`src/hdl/bcd_pkg.sv`:
```
// Shared types, register indexes and constants for the button click detector.
package bcd_pkg;

   localparam int TIME_W      = 32;
   localparam int MS_W        = 16;
   localparam int REQ_TDATA_W = 40;
   localparam int RSP_TDATA_W = 8;

   typedef logic [1:0] csr_index_type;

   localparam csr_index_type CSR_DEBOUNCE_MS = 2'd0;
   localparam csr_index_type CSR_CLICK_MS    = 2'd1;
   localparam csr_index_type CSR_PRESS_MS    = 2'd2;
   localparam csr_index_type CSR_ACTIVE_LOW  = 2'd3;

   localparam logic [MS_W-1:0] DEBOUNCE_MS_RESET = 16'd50;
   localparam logic [MS_W-1:0] CLICK_MS_RESET    = 16'd400;
   localparam logic [MS_W-1:0] PRESS_MS_RESET    = 16'd800;
   localparam logic            ACTIVE_LOW_RESET  = 1'b1;

   typedef enum logic [1:0] {
      EVENT_NONE   = 2'd0,
      EVENT_CLICK  = 2'd1,
      EVENT_DOUBLE = 2'd2,
      EVENT_LONG   = 2'd3
   } event_type;

   typedef struct packed {
      logic              we;
      csr_index_type     index;
      logic [MS_W-1:0]   wdata;
   } csr_wr_type;

   typedef struct packed {
      logic [TIME_W-1:0] now_ms;
      logic              raw_level;
   } item_type;

   typedef struct packed {
      logic      idle;
      logic      stable_pressed;
      event_type event_res;
   } result_type;

endpackage

```
`src/hdl/bcd_core.sv`:
```
// Debounce filter, click state machine and setting registers.
module bcd_core
   import bcd_pkg::*;
(
   input  logic       clock,
   input  logic       reset,
   input  csr_wr_type csr_wr,
   input  logic       step,
   input  item_type   item,
   output result_type result
);

   typedef enum logic [2:0] {
      ST_WAIT     = 3'd0,
      ST_DOWN     = 3'd1,
      ST_UP       = 3'd2,
      ST_COUNT    = 3'd3,
      ST_HOLD     = 3'd4,
      ST_HOLD_END = 3'd5
   } state_type;

   logic [MS_W-1:0]   debounce_ms_ff;
   logic [MS_W-1:0]   click_ms_ff;
   logic [MS_W-1:0]   press_ms_ff;
   logic              active_low_ff;

   state_type         state_ff, state_in;
   logic              debounced_ff, debounced_in;
   logic              last_seen_ff, last_seen_in;
   logic [TIME_W-1:0] last_change_ff, last_change_in;
   logic [TIME_W-1:0] phase_start_ff, phase_start_in;
   logic [1:0]        click_count_ff, click_count_in;

   logic              pressed;
   logic              act;
   logic [TIME_W-1:0] change_wait;
   logic [TIME_W-1:0] phase_wait;
   event_type         event_code;

   always_comb begin
      pressed        = item.raw_level ^ active_low_ff;
      change_wait    = item.now_ms - last_change_ff;
      phase_wait     = item.now_ms - phase_start_ff;
      debounced_in   = debounced_ff;
      last_seen_in   = last_seen_ff;
      last_change_in = last_change_ff;
      state_in       = state_ff;
      phase_start_in = phase_start_ff;
      click_count_in = click_count_ff;
      event_code     = EVENT_NONE;

      if (last_seen_ff == pressed) begin
         if (change_wait >= {{(TIME_W-MS_W){1'b0}}, debounce_ms_ff}) begin
            debounced_in = pressed;
         end
      end else begin
         last_change_in = item.now_ms;
         last_seen_in   = pressed;
      end
      act = debounced_in;

      case (state_ff)
         ST_WAIT: begin
            if (act) begin
               state_in       = ST_DOWN;
               phase_start_in = item.now_ms;
               click_count_in = 2'd0;
            end
         end
         ST_DOWN: begin
            if (!act) begin
               state_in       = ST_UP;
               phase_start_in = item.now_ms;
            end else if (phase_wait > {{(TIME_W-MS_W){1'b0}}, press_ms_ff}) begin
               event_code = EVENT_LONG;
               state_in   = ST_HOLD;
            end
         end
         ST_UP: begin
            // count saturates at 3: three or more presses, never reported
            if (click_count_ff != 2'd3) begin
               click_count_in = click_count_ff + 2'd1;
            end
            state_in = ST_COUNT;
         end
         ST_COUNT: begin
            if (act) begin
               state_in       = ST_DOWN;
               phase_start_in = item.now_ms;
            end else if (phase_wait >= {{(TIME_W-MS_W){1'b0}}, click_ms_ff}
                         || click_count_ff == 2'd2) begin
               if (click_count_ff == 2'd1) begin
                  event_code = EVENT_CLICK;
               end else if (click_count_ff == 2'd2) begin
                  event_code = EVENT_DOUBLE;
               end
               state_in       = ST_WAIT;
               click_count_in = 2'd0;
               phase_start_in = '0;
            end
         end
         ST_HOLD: begin
            if (!act) begin
               state_in       = ST_HOLD_END;
               phase_start_in = item.now_ms;
            end
         end
         ST_HOLD_END: begin
            state_in       = ST_WAIT;
            click_count_in = 2'd0;
            phase_start_in = '0;
         end
         default: begin
            state_in = ST_WAIT;
         end
      endcase

      result.event_res      = event_code;
      result.stable_pressed = debounced_in;
      result.idle           = (state_in == ST_WAIT);
   end

   always_ff @(posedge clock) begin
      if (reset) begin
         debounce_ms_ff <= DEBOUNCE_MS_RESET;
         click_ms_ff    <= CLICK_MS_RESET;
         press_ms_ff    <= PRESS_MS_RESET;
         active_low_ff  <= ACTIVE_LOW_RESET;
         state_ff       <= ST_WAIT;
         debounced_ff   <= 1'b0;
         last_seen_ff   <= 1'b0;
         last_change_ff <= '0;
         phase_start_ff <= '0;
         click_count_ff <= 2'd0;
      end else begin
         if (csr_wr.we) begin
            case (csr_wr.index)
               CSR_DEBOUNCE_MS: debounce_ms_ff <= csr_wr.wdata;
               CSR_CLICK_MS:    click_ms_ff    <= csr_wr.wdata;
               CSR_PRESS_MS:    press_ms_ff    <= csr_wr.wdata;
               CSR_ACTIVE_LOW:  active_low_ff  <= csr_wr.wdata[0];
               default: begin
               end
            endcase
         end
         if (step) begin
            state_ff       <= state_in;
            debounced_ff   <= debounced_in;
            last_seen_ff   <= last_seen_in;
            last_change_ff <= last_change_in;
            phase_start_ff <= phase_start_in;
            click_count_ff <= click_count_in;
         end
      end
   end

endmodule

```
`src/hdl/button_click_detector_unit.sv`:
```
// Push-button click detector: input register, detector core, result register.
//
// Usage:
//   req channel: one poll of the button per item, pin level and millisecond
//   timestamp. rsp channel: one result item per poll, carrying the event code
//   (none, click, double click, long press start), the debounced pressed
//   level and whether the click machine is back in its waiting state.
//   csr port: write-only settings (debounce, click and long-press times,
//   pin polarity), written while no poll is in flight.
// Path: the req item is taken into the input register, then, once the result
//   register is free or being taken, moves through the debounce filter and
//   click machine into the result register, which drives rsp_tvalid.
// Throughput: 1 item per cycle while rsp_tready is high; the state update of a
//   poll completes in the cycle it enters the result register, so the next follows.
// Reset: synchronous; clears the pipeline valids, the click machine and the
//   debounce history, and loads the settings with 50, 400, 800 ms, active low.
// Stall: while rsp_tready is low the result is held; one more poll waits in
//   the input register, after which req_tready drops.
module button_click_detector_unit
   import bcd_pkg::*;
(
   input  logic                   clock,
   input  logic                   reset,
   input  logic                   req_tvalid,
   output logic                   req_tready,
   input  logic [REQ_TDATA_W-1:0] req_tdata,   // [0] raw_level, [32:1] now_ms
   output logic                   rsp_tvalid,
   input  logic                   rsp_tready,
   output logic [RSP_TDATA_W-1:0] rsp_tdata,   // [1:0] event_res, [2] stable_pressed, [3] idle
   input  logic                   csr_we,
   input  csr_index_type          csr_index,
   input  logic [MS_W-1:0]        csr_wdata
);

   logic       req_valid_ff, req_valid_in;
   item_type   req_item_ff;
   logic       rsp_valid_ff, rsp_valid_in;
   result_type rsp_result_ff;
   result_type core_result;
   csr_wr_type csr_wr;
   logic       advance;
   logic       req_accept;

   assign advance    = req_valid_ff && (!rsp_valid_ff || rsp_tready);
   assign req_tready = !req_valid_ff || advance;
   assign req_accept = req_tvalid && req_tready;

   assign csr_wr.we    = csr_we;
   assign csr_wr.index = csr_index;
   assign csr_wr.wdata = csr_wdata;

   always_comb begin
      req_valid_in = req_valid_ff;
      if (req_accept) begin
         req_valid_in = 1'b1;
      end else if (advance) begin
         req_valid_in = 1'b0;
      end
      rsp_valid_in = rsp_valid_ff;
      if (advance) begin
         rsp_valid_in = 1'b1;
      end else if (rsp_tready) begin
         rsp_valid_in = 1'b0;
      end
   end

   bcd_core u_core (
      .clock  (clock),
      .reset  (reset),
      .csr_wr (csr_wr),
      .step   (advance),
      .item   (req_item_ff),
      .result (core_result)
   );

   always_ff @(posedge clock) begin
      if (reset) begin
         req_valid_ff <= 1'b0;
         rsp_valid_ff <= 1'b0;
      end else begin
         req_valid_ff <= req_valid_in;
         rsp_valid_ff <= rsp_valid_in;
      end
      if (req_accept) begin
         req_item_ff.raw_level <= req_tdata[0];
         req_item_ff.now_ms    <= req_tdata[TIME_W:1];
      end
      if (advance) begin
         rsp_result_ff <= core_result;
      end
   end

   assign rsp_tvalid = rsp_valid_ff;
   assign rsp_tdata  = {{(RSP_TDATA_W-4){1'b0}}, rsp_result_ff.idle,
                        rsp_result_ff.stable_pressed, rsp_result_ff.event_res};

   a_long_press_busy: assert property (@(posedge clock) disable iff (reset)
      rsp_valid_ff && rsp_result_ff.event_res == EVENT_LONG
      |-> !rsp_result_ff.idle && rsp_result_ff.stable_pressed)
      else $error("long press reported while idle or released");

   a_click_idle: assert property (@(posedge clock) disable iff (reset)
      rsp_valid_ff && (rsp_result_ff.event_res == EVENT_CLICK ||
                       rsp_result_ff.event_res == EVENT_DOUBLE)
      |-> rsp_result_ff.idle && !rsp_result_ff.stable_pressed)
      else $error("click reported without return to waiting");

   a_item_held: assert property (@(posedge clock) disable iff (reset)
      req_valid_ff && !advance |=> req_valid_ff && $stable(req_item_ff))
      else $error("pending item lost or changed");

   a_result_loaded: assert property (@(posedge clock) disable iff (reset)
      advance |=> rsp_valid_ff)
      else $error("advanced item produced no result");

endmodule
```
`config.mk`:
```
export PLATFORM = sky130hd
export DESIGN_NAME = button_click_detector_unit
export DESIGN_NICKNAME = d
export VERILOG_FILES = /design/src/hdl/bcd_pkg.sv /design/src/hdl/bcd_core.sv /design/src/hdl/button_click_detector_unit.sv
export SDC_FILE = /design/constraint.sdc
export NUM_CORES = 1
export LEC_CHECK = 0
export ABC_AREA = 1
export BUFFER_PORTS_ARGS = -buffer_cell sky130_fd_sc_hd__buf_4
export CORE_MARGIN = 2
export CORE_UTILIZATION = 50
export DETAILED_ROUTE_END_ITERATION = 6
export PLACE_DENSITY = 0.68
export SYNTH_ARGS = -nofsm -noshare
export SYNTH_HDL_FRONTEND = slang
export SYNTH_SLANG_ARGS = --single-unit
```
`constraint.sdc`:
```
create_clock -name clock -period 7.17 [get_ports clock]
set_clock_uncertainty 0.1 [all_clocks]
set_input_delay 1.7925 -clock clock [delete_from_list [all_inputs] [get_ports clock]]
set_output_delay 1.7925 -clock clock [all_outputs]
set_load 0.005 [all_outputs]
```
### Yosys cells after proc, flatten, opt, wreduce, memory -nomap -nowiden

Cells that the tools add are included.

* $add $sub $neg: 3
* order comparisons: 3
* equal/unequal tests: 18
* mux-type cells: 30
* bitwise gates (word level): 2
* reductions and logical operators: 22

Operators by type and width (number)
* 2-to-1 mux 32 bit: 4
* one-hot mux 32 bit (4 select lines): 1
* greater-or-equal comparator 32 x 16 -> 1 bit: 2
* subtractor 32 bit: 2
* greater-than comparator 32 x 16 -> 1 bit: 1
* 2-to-1 mux 2 bit: 10
* 2-to-1 mux 3 bit: 6
* one-hot mux 3 bit (5 select lines): 1
* AND reduction 2 bit: 5
* one-hot mux 2 bit (4 select lines): 1
* nonzero test 4 bit: 2
* equality test 2 bit, second input constant: 3
* equality test 3 x 2 -> 1 bit, second input constant: 2
* equality test 3 bit, second input constant: 2
* zero test 3 bit: 2
* 2-to-1 mux 1 bit: 6
* inequality test 2 x 1 -> 1 bit, second input constant: 3
* inequality test 2 bit, second input constant: 3
* AND reduction 6 bit: 1
* AND reduction 5 bit: 1
* equality test 2 x 1 -> 1 bit, second input constant: 2
* one-hot mux 2 bit (2 select lines): 1
* nonzero test 2 bit: 2
* equality test 3 x 1 -> 1 bit, second input constant: 1
* other kinds (10): 14

* flip-flop bits (word level): 159
* bits of input ports: 63
* word-level logic and storage cells: 95

### Longest topological paths before layout

Gate-level depths: netlist of the first run.

* depth in word-level cells: 7
* mapped depth: 32
* depth with buffers taken out: 31

### Cells and area by module

From an unflattened synthesis of the first run, not the netlist that was laid out.

* cell total of the unflattened synthesis: 1922
* area total of the unflattened synthesis: 12187.9 µm²

Modules (own cells, without submodules)
* bcd_core: times used 1, cells an instance 1868, area an instance 10951.8 µm², seq. area each 2402.3 µm²
* button_click_detector_unit: times used 1, cells an instance 54, area an instance 1236.2 µm², seq. area each 1151.1 µm²

### Least setup slack after synthesis of the first run

No wires, ideal clock.

* path kind: input to output
* start: input port rsp_tready
* end: output port req_tready
* arrival: 1.941 ns
* data required time: 5.278 ns
* slack: 3.336 ns
* cell stages on the path: 2
* buffers on the path: 0
* path through: inv_1 > nand3_1

* word-level cells in the longest chain between the ends: 3

Ends and longest elaborated chain
* start, declared: line button_click_detector_unit.sv:28 `input logic rsp_tready,`
* logical OR 1 bit: line button_click_detector_unit.sv:44 `assign advance = req_valid_ff && (!rsp_valid_ff || rsp_tready);`
* logical AND 1 bit: line button_click_detector_unit.sv:44
* logical OR 1 bit: line button_click_detector_unit.sv:45 `assign req_tready = !req_valid_ff || advance;`
* end, declared: line button_click_detector_unit.sv:25 `output logic req_tready,`

No other way between the ends.

### Worst setup path after layout of the first run

* start: register req_item_ff[1] (netlist bit)
* end: register u_core.phase_start_ff[4]

* word-level cells in the longest chain between the ends: 6
* elaborated cells between the ends (all ways): 13
* those cells by class: 2 x add/sub; 2 x order compare; 3 x eq/ne; 4 x mux; 2 x reduce/logical

Ends and longest elaborated chain
* start, declared: line button_click_detector_unit.sv:36 `item_type req_item_ff;`
* subtractor 32 bit: line bcd_core.sv:42 `change_wait = item.now_ms - last_change_ff;`
* greater-or-equal comparator 32 x 16 -> 1 bit: line bcd_core.sv:53 `if (change_wait >= {{(TIME_W-MS_W){1'b0}}, debounce_ms_ff}) begin`
* 2-to-1 mux 1 bit: line bcd_core.sv:53
* 2-to-1 mux 1 bit: line bcd_core.sv:52 `if (last_seen_ff == pressed) begin`
* inequality test 3 x 1 -> 1 bit (no line) (tied with other cells)
* AND reduction 5 bit (no line) or one-hot mux 32 bit (4 select lines) (tied branches)
* end signal, assigned: line bcd_core.sv:151 `phase_start_ff <= phase_start_in;`
* end, declared: line bcd_core.sv:31 `logic [TIME_W-1:0] phase_start_ff, phase_start_in;`

Parallel ways exist; a longest one is shown, timed or not.
A chain may end at the register's enable or synchronous reset.

==> results of run 1 <==
layer usage:
metal,part of all wire,track usage,vias up
li1,-,-,6049
met1,0.46,0.342,5271
met2,0.47,0.453,209
met3,0.046,0.0356,50
met4,0.024,0.0880,0
met5,0,0,-
final timing paths:
| check | startpoint | endpoint | slack, ns |
|---|---|---|---|
| worst max-delay path | req_item_ff[1] | u_core.phase_start_ff[4] | 2.44 |
| worst min-delay path | u_core.last_change_ff[29] | u_core.last_change_ff[29] | 0.36 |
| worst max register to register | req_item_ff[1] | u_core.phase_start_ff[4] | 2.44 |
| worst min register to register | u_core.last_change_ff[29] | u_core.last_change_ff[29] | 0.36 |
layout make-up:
cell class	instances	area, um2	share of cell area
Sequential cell	159	3550	0.262
Clock inverter	15	218	0.0160
Inverter	374	1400	0.103
Multi-Input combinational cell	1345	7110	0.523
Timing Repair Buffer	63	473	0.0348
Tap cell	324	405	0.0298
Clock buffer	17	425	0.0313
worst register-to-register path, delay by kind of cell (launching register included):
| family | cells | cell delay, ns |
|---|---|---|
| xor gates and xnor gates | 1 | 0.23 |
| adders and majority gates | 3 | 0.94 |
| buffers and inverters | 2 | 0.26 |
| DFF | 1 | 0.45 |
| and+or+nand+nor | 21 | 2.67 |
sequential cells by signal (all words and copies together) (netlist names), 2 cells and up:
register	flops
req_item_ff	33
u_core.last_change_ff	32
u_core.phase_start_ff	32
u_core.click_ms_ff	16
u_core.debounce_ms_ff	16
u_core.press_ms_ff	16
rsp_tdata	4
u_core.state_ff	3
u_core.click_count_ff	2
per-stage QoR:
| step | cell area (um2) | setup WS [ns] | power (W) | cells |
|---|---|---|---|---|
| final | 13600 | 2.44 | 0.00302 | 2297 |
| after global routing | 13600 | 1.99 | 0.00322 | 2297 |
| after CTS | 13600 | 2.49 | 0.00303 | 2297 |
| after detailed placement | 12900 | 2.52 | 0.00201 | 2265 |
| after global placement | 12900 | 2.53 | 0.00199 | 2265 |
| after floorplan | 12300 | 3.34 | 0.00176 | 1917 |
cell usage in the layout, fill, tap and decap left out, drive strengths merged, types with 2 or more instances in the layout:
cell / count
nand2: 575
inv: 381
nor2: 218
a21oi: 140
dfxtp: 122
ha: 114
nand3: 104
o21ai: 88
buf: 63
edfxtp: 37
xor2: 30
clkbuf: 17
nand4: 17
o21bai: 10
o211ai: 10
nor3: 9
nand3b: 7
and2: 6
clkinv: 5
conb: 4
bufinv: 3
a211oi: 2
or2: 2
xnor2: 2
fa: 2
cell families after synthesis:
kind of cell / Yosys count / synth area share
XOR/XNOR: 32 / 0.0229
other: 1 / 0.000306
buffers and inverters: 413 / 0.131
adder cells (fa/ha/maj): 116 / 0.120
flip-flops: 159 / 0.290
AO/OA/AOI/OAI: 255 / 0.110
AND/OR/NAND/NOR: 938 / 0.326
power groups by stage:
stage	logic (W)	registers, W	clock network [W]
after floorplan	0.000742	0.00102	0
after global placement	0.000954	0.00104	0
after detailed placement	0.000976	0.00104	0
after CTS	0.000985	0.00102	0.00103
after global routing	0.00114	0.00102	0.00106
final	0.000987	0.00102	0.00101
==> metrics.cfg, run 1 <==
[outcome]
status=completed

[cts]
cts_sinks=159
cts.clk_slew.worst_paths_ns=0.08
ctsHoldBuffers=0
post_cts_buffers=0
cts_resized=0
tritoncts=yes
htreeDepth=4
cts_buffers=17
clock_latency_ns=0.45
cts-root-buf=clkbuf_16
clk_path_buf_depth=2

[grt]
grt_max_degree=115
grt_pass1_wl_um=54100
track_usage=0.264
grt_overflow_total=0
grt_pass1_vias=11031
antenna_found_initial=0

[worst_setup_path]
startpoint_type=register
critPathBufInv=2
crit_type=register to register
cp.required_ns=7.44
endpoint_kind=register
worst-path-stages=27
crit_top_cell=nand2_1
cp.arrival_ns=5.00
cpMaxStageDelayCell=edfxtp_1
path_max_fanout=19
critPathTopFamily=simple AND/OR/NAND/NOR gates
cpPeakStageDelay_ns=0.45
r2r_cells=27

[placement]
gp_congestion=0.923
portBuffers=61
dp_hpwl_um=26000

[layout]
final_util=0.562
n_antenna_cell=0
nets=2139
fillers=2424
layout-drive-gt1-share=0.0786
synthToLayoutAreaGrowth_pct=10.9

[pwr]
p_switching_w=0.00112
combPwrFrac=0.327
power_leakage_nw=7.08
clkPwrFrac=0.336
pwr-share-seq=0.337
irDropWorstVdd_mv=0.115
power_density_nw_per_um2=222
p_int_w=0.00190
p_sw_frac=0.370

[yosys]
ys_ff_latch=159
netlist_area_um2=12300
synth_most_common_cell=nand2_1
synthTopCellsByArea=dfxtp_1 (20%), nand2_1 (17%), ha_1 (12%), inv_1 (11%), edfxtp_1 (9.1%)
yosysWarnings=0
synth_edf_count=37
synth_commonest_cells=nand2_1 (556), inv_1 (370), nor2_1 (191)
synth_top_cell_area_share=0.199
ys_seq_area_frac=0.290
synthArstFlopShare=0
synthCells=1914
synthFlopType=dfxtp_1
synth_cell_types=43
synth_top_cell_by_area=dfxtp_1
syn_area_per_cell_um2=6.40

[floorplanning]
core_area_um2=24200
initial_core_util=0.507
fp.dieH_um=161
dieArea_um2=25800
fp.dieW_um=161
rows=57
ios=73

[detailed_routing]
num_vias=11579
vias_per_cell=5.04
drt_wl_total_um=33200
first_pass_iters=7
drt_iter0_markers=676
drc=0
drt-wirelength-per-cell_um=14.5
ant_nets=0

[sta]
fin_setup_tns_ns=0
rsz0062_at_grt=no
drv_slew=0
setup_viol=0
tightest_slew_ns=1.14
slew-limit-headroom=0.240
fin_hold_ws_ns=0.358
finalCritPeriodShare=0.660
hold_viol_final=0
min_period_ns=4.73
fmax_mhz=211

[hold_path]
min_path_cells=2
hp-class=register to register

[flow_run]
max-cap-violations=0

Note: power is estimated with default switching activity, not from simulation.
==> inputs of run 2 (changes only) <==
==> constraint.sdc (replaced) <==
create_clock -name clock -period 4.45 [get_ports clock]
set_clock_uncertainty 0.1 [all_clocks]
set_input_delay 1.1125 -clock clock [delete_from_list [all_inputs] [get_ports clock]]
set_output_delay 1.1125 -clock clock [all_outputs]
set_load 0.005 [all_outputs]
==> metrics.cfg, run 2 (same netlist as run 1, synthesis figures left out) <==
[outcome]
status=completed  ; unchanged

[pwr]
combPwrFrac=0.332  ; was 0.327
clkPwrFrac=0.341  ; was 0.336
power_density_nw_per_um2=360  ; was 222 nW/um2
p_switching_w=0.00182  ; was 0.00112 W
p_int_w=0.00317  ; was 0.00190 W
pwr-share-seq=0.327  ; was 0.337
p_sw_frac=0.365  ; was 0.370
power_leakage_nw=7.24  ; was 7.08 nW
irDropWorstVdd_mv=0.211  ; was 0.115 mV
power.total_w=0.00499  ; was 0.00302 W

[floorplanning]
fp.dieH_um=161  ; unchanged
core_area_um2=24200  ; unchanged
ios=73  ; unchanged
fp.dieW_um=161  ; unchanged
initial_core_util=0.507  ; unchanged
dieArea_um2=25800  ; unchanged
rows=57  ; unchanged

[worst_setup_path]
path_max_fanout=30  ; was 19
cpMaxStageDelayCell=fa_2  ; was edfxtp_1
r2r_end=u_core.phase_start_ff[4]  ; unchanged
rr_startpoint=req_item_ff[1]  ; unchanged
crit_top_cell=nand2_1  ; unchanged
endpoint_kind=register  ; unchanged
crit_type=register to register  ; unchanged
cp.required_ns=4.67  ; was 7.44 ns
cp.arrival_ns=4.41  ; was 5.00 ns
cpPeakStageDelay_ns=0.38  ; was 0.45 ns
r2r_cells=29  ; was 27
timing.reg2reg.setup_slack_ns=0.26  ; was 2.44 ns
startpoint_type=register  ; unchanged

[detailed_routing]
drt_wl_total_um=34300  ; was 33200 um
met2_wirelength_um=16100  ; was 15600 um
drc=0  ; unchanged
wirelength_met1_um=15700  ; was 15300 um
highest_layer=met4  ; unchanged
first_pass_iters=5  ; was 7
ant_nets=0  ; unchanged
vias_per_cell=5.07  ; was 5.04
drt-wirelength-per-cell_um=14.8  ; was 14.5 um
num_vias=11757  ; was 11579
drt_iter0_markers=713  ; was 676
dr_wl_met3_um=1660  ; was 1530 um

[grt]
track_usage=0.268  ; was 0.264
grt_pass1_vias=11087  ; was 11031
grt_max_degree=93  ; was 115
grt_pass1_wl_um=54700  ; was 54100 um
antenna_found_initial=0  ; unchanged
grt_overflow_total=0  ; unchanged

[layout]
multi_input_area_um2=7150  ; was 7110 um2
largest_register_ffs=33  ; unchanged
nets=2162  ; was 2139
regMostFlops=req_item_ff  ; unchanged
synthToLayoutAreaGrowth_pct=13.1  ; was 10.9%
final_util=0.573  ; was 0.562
n_antenna_cell=0  ; unchanged
top_regs=req_item_ff x33, u_core.last_change_ff x32, u_core.phase_start_ff x32  ; unchanged
layout-drive-gt1-share=0.0937  ; was 0.0786
final_cell_mix=nand2_1 (555), inv_1 (369), nor2_1 (190)  ; was nand2_1 (555), inv_1 (369), nor2_1 (191)
seqCellArea_um2=3550  ; unchanged
layout_commonest_cell=nand2_1  ; unchanged
fillers=2383  ; was 2424

[cts]
htreeDepth=4  ; unchanged
tritoncts=yes  ; unchanged
cts_sinks=159  ; unchanged
clk_path_buf_depth=2  ; unchanged
cts.clk_slew.worst_paths_ns=0.07  ; was 0.08 ns
cts_buffers=17  ; unchanged
clock_latency_ns=0.44  ; was 0.45 ns
cts-root-buf=clkbuf_16  ; unchanged

[placement]
portBuffers=61  ; unchanged
gp_congestion=0.908  ; was 0.923
dp_hpwl_um=26700  ; was 26000 um

[hold_path]
min_path_cells=2  ; unchanged
worstHoldStart=u_core.last_change_ff[14]  ; was u_core.last_change_ff[29]
hp-class=register to register  ; unchanged
whs_endpoint=u_core.last_change_ff[14]  ; was u_core.last_change_ff[29]

[sta]
slew-limit-headroom=0.304  ; was 0.240
fin_hold_ws_ns=0.357  ; was 0.358 ns
drv_slew=0  ; unchanged
fmax_mhz=239  ; was 211 MHz
tightest_slew_ns=1.04  ; was 1.14 ns
finalCritPeriodShare=0.941  ; was 0.660
min_period_ns=4.19  ; was 4.73 ns
hold_viol_final=0  ; unchanged
setup_viol=0  ; unchanged

[flow_run]
max-cap-violations=0  ; unchanged

-- run 2: changes by cell type in the layout (fill, tap and decap cells not counted), sizes merged --
cell | previous run | this run
buf | 63 | 86
bufinv | 3 | 4
clkbuf | 17 | 18
clkinv | 5 | 3
-- run 2: per-layer routing --
| metal | global-route usage | up-vias |
|---|---|---|
| li1 | - | 6097 |
| met1 | 0.344 | 5343 |
| met2 | 0.466 | 262 |
| met3 | 0.0374 | 55 |
| met4 | 0.0839 | 0 |
| met5 | 0 | - |
-- run 2: final cells by class --
class / count / area share
Timing Repair Buffer: 86 / 0.0501
Multi-Input combinational cell: 1345 / 0.516
Tap cell: 324 / 0.0292
Clock buffer: 18 / 0.0317
Inverter: 374 / 0.101
Sequential cell: 159 / 0.256
Clock inverter: 14 / 0.0155
-- run 2: metrics by stage --
| step | worst slack, ns | instance area (um2) | setup TNS [ns] | instances |
|---|---|---|---|---|
| 2_1_floorplan | 0.822 | 12300 | 0 | 1917 |
| 3_3_place_gp | 0.226 | 13100 | 0 | 2285 |
| 3_5_place_dp | 0.150 | 13100 | 0 | 2285 |
| 4_1_cts | 0.122 | 13800 | 0 | 2317 |
| 5_1_grt | -0.0197 | 13900 | -0.0278 | 2320 |
| 6_report | 0.262 | 13900 | 0 | 2320 |
-- run 2: power by group through the flow --
| stage | Sequential [W] | Clock, W | Combinational [W] |
|---|---|---|---|
| finish | 0.00163 | 0.00170 | 0.00166 |
| global route | 0.00164 | 0.00176 | 0.00189 |
| CTS | 0.00163 | 0.00172 | 0.00163 |
| detailed placement | 0.00166 | 0 | 0.00162 |
| global placement | 0.00166 | 0 | 0.00158 |
| floorplan | 0.00165 | 0 | 0.00120 |
-- run 2: how the worst max path moves through the flow --
| stage | from | endpoint | slack, ns | depth (start not counted) |
|---|---|---|---|---|
| CTS | req_item_ff[1] | u_core.phase_start_ff[5] | 0.12 | 28 |
| finish | req_item_ff[1] | u_core.phase_start_ff[4] | 0.26 | 29 |
| detailed placement | req_item_ff[1] | u_core.phase_start_ff[14] | 0.15 | 29 |
| global route | req_item_ff[11] | u_core.phase_start_ff[4] | -0.02 | 28 |
| global placement | req_item_ff[1] | u_core.phase_start_ff[3] | 0.23 | 29 |
| floorplan | req_item_ff[1] | u_core.phase_start_ff[10] | 0.82 | 23 |
-- run 2: worst max-delay path, delay by kind of cell (launching register included) --
family | cells | cell delay (ns)
XOR/XNOR | 1 | 0.26
buffers and inverters | 3 | 0.40
flip-flops | 1 | 0.37
adder cells (fa/ha/maj) | 3 | 0.91
AND/OR/NAND/NOR | 22 | 2.00
-- run 2: repair_timing --
item / CTS / global route
setup endpoints to repair: 0 / 37
buffers inserted: 0 / 3
resized for setup: 0 / 15
hold buffers: 0 / 0
==> inputs of run 3 (changes only) <==
--- a/config.mk
+++ b/config.mk
@@ -9,8 +9,10 @@
 export BUFFER_PORTS_ARGS = -buffer_cell sky130_fd_sc_hd__buf_4
 export CORE_MARGIN = 2
 export CORE_UTILIZATION = 50
+export CTS_CLUSTER_SIZE = 8
 export DETAILED_ROUTE_END_ITERATION = 6
 export PLACE_DENSITY = 0.68
+export RECOVER_POWER = 100
 export SYNTH_ARGS = -nofsm -noshare
 export SYNTH_HDL_FRONTEND = slang
 export SYNTH_SLANG_ARGS = --single-unit
==> metrics.cfg, run 3 (same netlist as run 1, synthesis figures left out) <==
[placement]
portBuffers=61  ; unchanged
dp_hpwl_um=26700  ; unchanged
gp_congestion=0.908  ; unchanged

[layout]
layout_commonest_cell=nand2_1  ; unchanged
regMostFlops=req_item_ff  ; unchanged
synthToLayoutAreaGrowth_pct=12.9  ; was 13.1%
largest_register_ffs=33  ; unchanged
nets=2162  ; unchanged
top_regs=req_item_ff x33, u_core.last_change_ff x32, u_core.phase_start_ff x32  ; unchanged
n_antenna_cell=0  ; unchanged
final_util=0.572  ; was 0.573
final_cell_mix=nand2_1 (556), inv_1 (369), nor2_1 (190)  ; was nand2_1 (555), inv_1 (369), nor2_1 (190)
layout-drive-gt1-share=0.0892  ; was 0.0937

[pwr]
irDropWorstVdd_mv=0.210  ; was 0.211 mV
p_switching_w=0.00182  ; about the same
p_int_w=0.00316  ; was 0.00317 W
pwr-share-seq=0.328  ; was 0.327
clkPwrFrac=0.341  ; about the same
power_leakage_nw=7.20  ; was 7.24 nW
p_sw_frac=0.366  ; was 0.365
combPwrFrac=0.331  ; was 0.332
power_density_nw_per_um2=361  ; was 360 nW/um2

[sta]
fmax_mhz=238  ; was 239 MHz
tightest_slew_ns=2.34  ; was 1.04 ns
drv_slew=97  ; was 0
min_period_ns=4.20  ; was 4.19 ns
fin_setup_tns_ns=0  ; unchanged
finalCritPeriodShare=0.945  ; was 0.941
slew-limit-headroom=-0.560  ; was 0.304
hold_viol_final=0  ; unchanged
setup_viol=0  ; unchanged

[cts]
cts_buffers=17  ; unchanged
cts.clk_slew.worst_paths_ns=0.07  ; about the same
clk_path_buf_depth=2  ; unchanged
clock_latency_ns=0.44  ; about the same
ctsHoldBuffers=0  ; unchanged
cts_sinks=159  ; unchanged
tritoncts=yes  ; unchanged
cts-root-buf=clkbuf_16  ; unchanged
htreeDepth=4  ; unchanged

[detailed_routing]
drc=0  ; unchanged
drt_wl_total_um=34300  ; about the same
drt-wirelength-per-cell_um=14.8  ; about the same
num_vias=11773  ; was 11757
ant_nets=0  ; unchanged
vias_per_cell=5.07  ; about the same
drt_iter0_markers=742  ; was 713
first_pass_iters=7  ; was 5

[worst_setup_path]
crit_type=register to register  ; unchanged
cpPeakStageDelay_ns=0.38  ; about the same
critPathBufInv=3  ; unchanged
r2r_end=u_core.phase_start_ff[27]  ; was u_core.phase_start_ff[4]
cp.required_ns=4.68  ; was 4.67 ns
r2r_cells=29  ; unchanged
crit_top_cell=nand2_1  ; unchanged
startpoint_type=register  ; unchanged
timing.reg2reg.setup_slack_ns=0.25  ; was 0.26 ns
critPathTopFamily=simple AND/OR/NAND/NOR gates  ; unchanged
cp.arrival_ns=4.43  ; was 4.41 ns
path_max_fanout=30  ; unchanged
cpMaxStageDelayCell=edfxtp_1  ; was fa_2
endpoint_kind=register  ; unchanged
rr_startpoint=req_item_ff[1]  ; unchanged

[hold_path]
whs_endpoint=u_core.last_change_ff[14]  ; unchanged
worstHoldStart=u_core.last_change_ff[14]  ; unchanged
hp-class=register to register  ; unchanged
min_path_cells=2  ; unchanged

[floorplanning]
ios=73  ; unchanged
rows=57  ; unchanged
dieArea_um2=25800  ; unchanged
fp.dieH_um=161  ; unchanged
initial_core_util=0.507  ; unchanged
fp.dieW_um=161  ; unchanged
core_area_um2=24200  ; unchanged

[grt]
antenna_found_initial=0  ; unchanged
track_usage=0.268  ; unchanged
grt_pass1_wl_um=54700  ; unchanged
grt_max_degree=93  ; unchanged
grt_pass1_vias=11087  ; unchanged
grt_overflow_total=0  ; unchanged

[outcome]
failed_checks=capacitance limit, slew limit
status=complete, but fails checks  ; was completed

[flow_run]
max-cap-violations=2  ; was 0

run 3: cell types whose count changed in the layout (fill, tap and decap cells not counted):
cell | previous run | this run
buf_4 | 80 | 36
clkbuf_1 | 0 | 8
clkbuf_4 | 0 | 36
clkinv_2 | 1 | 0
clkinvlp_2 | 0 | 1
nand2_1 | 555 | 556
nand2_2 | 12 | 11
run 3: final cells by class:
cell class	count	area, um2
multi-input combinational	1345	7150
inverter	374	1410
sequential	159	3550
tap	324	405
timing repair buffer	86	664
clock inverter	14	215
fill	2389	10300
clock buffer	18	439
run 3: per-layer routing:
| layer | share of wire | vias to the layer above | global-route usage |
|---|---|---|---|
| met5 | 0 | - | 0 |
| met4 | 0.025 | 0 | 0.0839 |
| met3 | 0.055 | 52 | 0.0374 |
| met2 | 0.47 | 280 | 0.466 |
| met1 | 0.45 | 5349 | 0.344 |
| li1 | - | 6092 | - |
run 3: worst max path at each step:
stage / from / slack [ns] / endpoint / cells past startpoint
after global routing: req_item_ff[11] / -0.02 / u_core.phase_start_ff[4] / 28
final: req_item_ff[1] / 0.25 / u_core.phase_start_ff[27] / 29
after CTS: req_item_ff[1] / 0.12 / u_core.phase_start_ff[5] / 28
after detailed placement: req_item_ff[1] / 0.15 / u_core.phase_start_ff[14] / 29
after global placement: req_item_ff[1] / 0.23 / u_core.phase_start_ff[3] / 29
after floorplan: req_item_ff[1] / 0.82 / u_core.phase_start_ff[10] / 23
run 3: stage by stage:
stage                     cells  instance area [um2]  total power (W)  worst slack (ns)  hold WS [ns]
final                      2320                13800          0.00499             0.245         0.357
after detailed placement   2285                13100          0.00329             0.150         0.351
after floorplan            1917                12300          0.00284             0.822         0.333
after global routing       2320                13800          0.00529           -0.0196         0.373
after CTS                  2317                13800          0.00499             0.122         0.361
after global placement     2285                13100          0.00325             0.226         0.342
run 3: timing repair:
action	CTS	global route
gates resized for setup	0	15
setup endpoints to repair	0	37
setup buffers	0	3
run 3: worst reg2reg max path, delay by kind of cell (launching register included):
kind / cells / cell delay, ns
xor gates and xnor gates: 1 / 0.25
adders and majority gates: 3 / 0.91
buffers and inverters: 3 / 0.40
DFF: 1 / 0.38
and+or+nand+nor: 22 / 2.07
run 3: power by group through the flow:
stage          Combinational (W)  Clock, W  Sequential [W]
6_report                 0.00165   0.00170         0.00163
5_1_grt                  0.00189   0.00176         0.00164
4_1_cts                  0.00163   0.00172         0.00163
3_5_place_dp             0.00162         0         0.00166
3_3_place_gp             0.00158         0         0.00166
2_1_floorplan            0.00120         0         0.00165
